--- config.mk ---
export PLATFORM = sky130hd
export DESIGN_NAME = spacc_ram
export DESIGN_NICKNAME = d
export VERILOG_FILES = /design/src/hw/rtl/sparse_term_accumulate_table_assert.svh /design/src/hw/rtl/spacc_ram.sv
export SDC_FILE = /design/constraint.sdc
export NUM_CORES = 1
export LEC_CHECK = 0
export ABC_AREA = 1
export BUFFER_PORTS_ARGS = -buffer_cell sky130_fd_sc_hd__buf_2
export CORE_ASPECT_RATIO = 1.75
export CORE_UTILIZATION = 35
export CTS_CLUSTER_DIAMETER = 120
export DETAILED_ROUTE_END_ITERATION = 16
export PLACE_DENSITY = 0.54
export SLEW_MARGIN = 40
export SYNTH_ARGS = -nofsm -noshare
export SYNTH_HDL_FRONTEND = slang
export SYNTH_SLANG_ARGS = --single-unit
--- constraint.sdc ---
create_clock -name clk_i -period 1.42 [get_ports clk_i]
set_clock_uncertainty 0.1 [all_clocks]
set_input_delay 0.284 -clock clk_i [delete_from_list [all_inputs] [get_ports clk_i]]
set_output_delay 0.284 -clock clk_i [all_outputs]
set_load 0.05 [all_outputs]
--- src/hw/rtl/sparse_term_accumulate_table_assert.svh ---
// Assertion macros for the term table; clock and reset are clk_i and rst_ni.
`ifndef SPARSE_TERM_ACCUMULATE_TABLE_ASSERT_SVH
`define SPARSE_TERM_ACCUMULATE_TABLE_ASSERT_SVH

// same-cycle implication
`define SPACC_ASSERT_NOW(lbl, ante, cons, msg) \
  lbl: assert property (@(posedge clk_i) disable iff (!rst_ni) (ante) |-> (cons)) \
    else $error(msg);

// next-cycle implication
`define SPACC_ASSERT_NEXT(lbl, ante, cons, msg) \
  lbl: assert property (@(posedge clk_i) disable iff (!rst_ni) (ante) |=> (cons)) \
    else $error(msg);

`endif

--- src/hw/rtl/spacc_ram.sv ---
// Simple dual port RAM: one write port, one read port, registered read data.
module spacc_ram #(
  parameter int Width = 8,
  parameter int Depth = 16
) (
  input  logic                                   clk_i,
  input  logic                                   we_i,
  input  logic [((Depth > 1) ? $clog2(Depth) : 1)-1:0] waddr_i,
  input  logic [Width-1:0]                       wdata_i,
  input  logic                                   re_i,
  input  logic [((Depth > 1) ? $clog2(Depth) : 1)-1:0] raddr_i,
  output logic [Width-1:0]                       rdata_o
);

  logic [Width-1:0] mem_q [Depth];
  logic [Width-1:0] rdata_q;

  always_ff @(posedge clk_i) begin
    if (we_i) begin
      mem_q[waddr_i] <= wdata_i;
    end
    if (re_i) begin
      rdata_q <= mem_q[raddr_i];
    end
  end

  assign rdata_o = rdata_q;

endmodule
==> impl.org <==
** Worst setup path
- Register-to-register path setup slack :: between 0.15 and 0.2 ns
- Kind of cell adding the most delay to the critical path :: flip-flops
- R2R Path Start :: mem_q[1][7]
- The worst setup path is captured at an output port.
- In this design, the stage delay of the slowest critical-path cell is approximately 0.42 ns.
- Critical path start-end classification :: reg2out
- Cell with the largest stage delay on the worst path :: edfxtp_1
- Reg-to-reg critical path endpoint :: rdata_o[7]
- Worst-path cell chain :: buf_6
- Cell depth of the worst flop-to-flop path :: 6
- Total buffers and inverters traversed by the critical path :: 1
- Kind of start point of the critical path :: register
- Along the worst path, the maximum fanout reaches 1.
- Critical Path RT :: ~1.0 ns
- Arrival @ worst endpoint :: roughly 1.0 ns

** Floorplan
- Die Area :: between 0.015 and 0.02 mm²
- Placement row count :: slightly above 60
- The total area inside the core boundary comes to approximately 0.016 mm².
- Starting utilization of the core area :: around 36%
- Number of primary I/O pins :: 27
- Die span in y :: 173.0 µm
- Die span in x :: about 100 µm

** Min path
- Counting instances, the worst hold path has a depth of 1.
- Hold Crit Endpoint :: rdata_o[2]
- Worst hold path type :: in2reg
- The startpoint identified for the worst hold timing path is re_i.

** Detailed routing
- For this run, design rule violations remaining after detail routing come to 0.
- Total Routed Length :: 13,700 µm
- For this block, the initial DRC count from the detailed router was roughly 270.
- Post-DRT Antenna Nets :: 0
- Before antenna repair, the detailed router went through 4 iterations.
- Post-DR wirelength/cell :: between 15 and 20 µm
- Routed via count :: roughly 3,800
- After detailed routing, the number of vias per cell comes to 4.561.

** GRT
- First-pass GRT wire length :: between 20,000 and 25,000 µm
- Global routing consumed, over all layers together, about 17% of the routing resources.
- Pin count of the biggest net entering global routing :: between 50 and 60
- Summed over all layers, the global routing overflow is 0.
- The number of antenna violations at the first check in global routing was 0.
- Via count of the first global-routing pass :: ~3,900

** Synth
- After Yosys synthesis, and, or, nand and nor cells account for between 20% and 30% of the synthesized area.
- Synthesized netlist net count :: between 500 and 600
- Summing the areas of all compound-gate instances in the mapped netlist gives 0% of the synthesized area.
- After synthesis the netlist holds a flip-flop and latch count of around 140.
- nand2_1 is the most common cell in the netlist.
- Proportion of synthesized area in mux cells :: 0%
- Async set or reset register ratio after synthesis :: 0%
- Adder-Cell Fraction of Synth Area :: 0%
- XOR/XNOR Fraction of Synth Area :: 0%
- Post-synth top area cell :: edfxtp_1
- Synthesized netlist cell count :: roughly 550
- Counting instances in the post-synthesis netlist gives the leading cell types as 173 x nand2_1, 136 x edfxtp_1, 100 x inv_1.
- The cell area that synthesis handed to floorplanning was just under 0.006 mm².
- Seq/Total Area, Yosys :: between 60% and 70%
- Count of distinct cell types in the synthesized netlist :: 11
- Post-Synthesis Mean Instance Area :: about 11 µm²
- Among all flip-flop cells after synthesis, the most frequent one is edfxtp_1.
- Yosys top cell area share :: a little over two thirds
- Number of warnings reported in the yosys synthesis log :: 0
- By area the synthesized netlist is led by edfxtp_1 70%, nand2_1 11%, nand3_1 8.3%.
- Combinational family with the most area after synthesis :: simple AND/OR/NAND/NOR gates
- In this run, synthesis inferred ~140 flip-flops with an integrated enable.

** Timing
- Tightest slew margin relative to the limit :: 71.99%
- The number of slew-limit violations in the final report is 0.
- Minimum clock period after layout :: approximately 1.4 ns
- The final-report hold violation count came to 0.
- Final clock period utilization by the worst path :: about 99%
- Setup repair after global routing could not meet its margin everywhere.
- In the final timing run, aggregate negative setup slack is 0 ns.
- Endpoints failing setup :: 0
- In the post-route analysis, the smallest setup slack over all paths is between 0.015 and 0.02 ns.
- At the pin with the least slew margin, the transition time is ~0.42 ns.
- Final hold slack :: 0.1237 ns
- For this run, the top clock speed supported by timing is 713.1 MHz.

** Finish
- The net count of the finished layout is around 600.
- After filler insertion, the fill cell instance count of the layout stands at 1,524.
- Cells with a size suffix above 1 make up between 10% and 20% of the layout.
- Post-route insts no fill :: ~840
- Measured on the finished design, the core utilization comes to between 40% and 50%.
- Antenna diode count :: 0
- Across the whole layout, storage elements account for 0.004084 mm².
- Area occupied by multi-input gates :: 0.001214 mm²
- From synthesis to final layout, the design area changed by 19.62%.
- Summing all non-filler instances in the final layout gives an area of between 0.006 and 0.007 mm².

** Power and ir drop
- Clock network fraction of design power :: about 45%
- Total power after layout :: 9.487 mW
- Logic gate share of total power :: 7.1%
- In this run switching power makes up between 20% and 30% of total power.
- In this run the power density over the cells is approximately 1400 mW/mm².
- Internal power comes to 7.320 mW.
- The analysis attributes to net switching a power of roughly 2.2 mW.
- The share of total power dissipated in sequential elements is between 40% and 50%.
- Across the VDD grid, the largest voltage drop is between 0.6 and 0.7 mV.
- Static leakage power :: just under 3 nW

** Placement
- The count of buffers added on input and output ports is 26.
- Routability Congestion :: 0.8276
- Area after detailed placement :: between 0.006 and 0.007 mm²
- At the placement stage, the worst setup path has a slack of -0.2638 ns.
- Once placement completed, the tool counted placed cells totaling ~800.
- Placed wire-length estimate :: about 9000 µm

** Clocking
- The longest clock path from root to sink contains 2 buffers.
- Hold-fix buffer count after cts :: 0
- Clock latency on the worst-skew pair, taken at its later pin, is 0.41 ns.
- The tree is rooted in a clkbuf_16.
- Setup Buffers After CTS :: 0
- Num CTS Buffers :: 17
- TritonCTS clock tree :: built
- CTS saw approximately 140 sinks.
- Number of H-tree branching levels :: 4
- After clock tree synthesis, the clock-pin slew on the worst setup and hold paths is about 0.06 ns.

** Run status
- The run finished with clean final reports.

** Run
- Across the run, the number of max-cap violations was 0.
[power by group through the flow]
| stage | registers [mW] | clock network, mW | logic [mW] |
|---|---|---|---|
| floorplan | 4.70 | 0 | 0.317 |
| global placement | 4.63 | 0 | 0.659 |
| detailed placement | 4.63 | 0 | 0.666 |
| CTS | 4.55 | 4.33 | 0.677 |
| global route | 4.56 | 4.49 | 0.738 |
| finish | 4.55 | 4.27 | 0.669 |
[state kept, by name, indices dropped and copies added (netlist names)]
| name | count |
|---|---|
| mem_q | 128 |
| rdata_o | 8 |
[logic make-up (layout without fill, tap and decap cells)]
family	after synthesis	count (layout)
DFF	136	136
buffers and inverters	126	187
and+or+nand+nor	289	289
[timing repair]
item / 4_1_cts / 5_1_grt
endpoints found under the setup margin: 4 / 6
resized for setup: 7 / 7
pin swaps: 0 / 0
endpoints found under the hold margin: 0 / 0
[worst max path at each step]
stage / from / endpoint / slack [ns] / cells past startpoint
3_3_place_gp: raddr_i[0] / rdata_o[0] / -0.25 / 8
6_report: rdata_o[2] / rdata_o[2] / 0.02 / 1
2_1_floorplan: waddr_i[3] / mem_q[4][0] / 0.09 / 2
4_1_cts: rdata_o[7] / rdata_o[7] / 0.0001 / 1
5_1_grt: rdata_o[0] / rdata_o[0] / -0.01 / 1
3_5_place_dp: raddr_i[0] / rdata_o[0] / -0.26 / 8
[per-layer routing]
layer	global-route usage [%]	up-vias	routed length, µm
li1	-	1875	-
met1	19.05	1812	5181
met2	30.83	95	7449
met3	3.193	31	459
met4	10.11	0	612
met5	0	-	0
[cells in the final DEF, fill, tap and decap left out, drive strengths merged]
cell and count:
nand2 173, clkinv 6, nand3b 2, bufinv 2
clkinvlp 4, inv 104, nand3 97, buf 53
edfxtp 136, nor2 17, clkbuf 18
[area by class of cell]
cell class / count / share of cell area [%]
flip-flops and latches: 136 / 58.39
multi-input cells: 289 / 17.35
repair buffers: 53 / 6.476
clock buffers: 18 / 6.136
inverters: 102 / 5.474
well taps: 224 / 4.007
clock inverters: 14 / 2.165
Power figures use the tool's default switching activity.
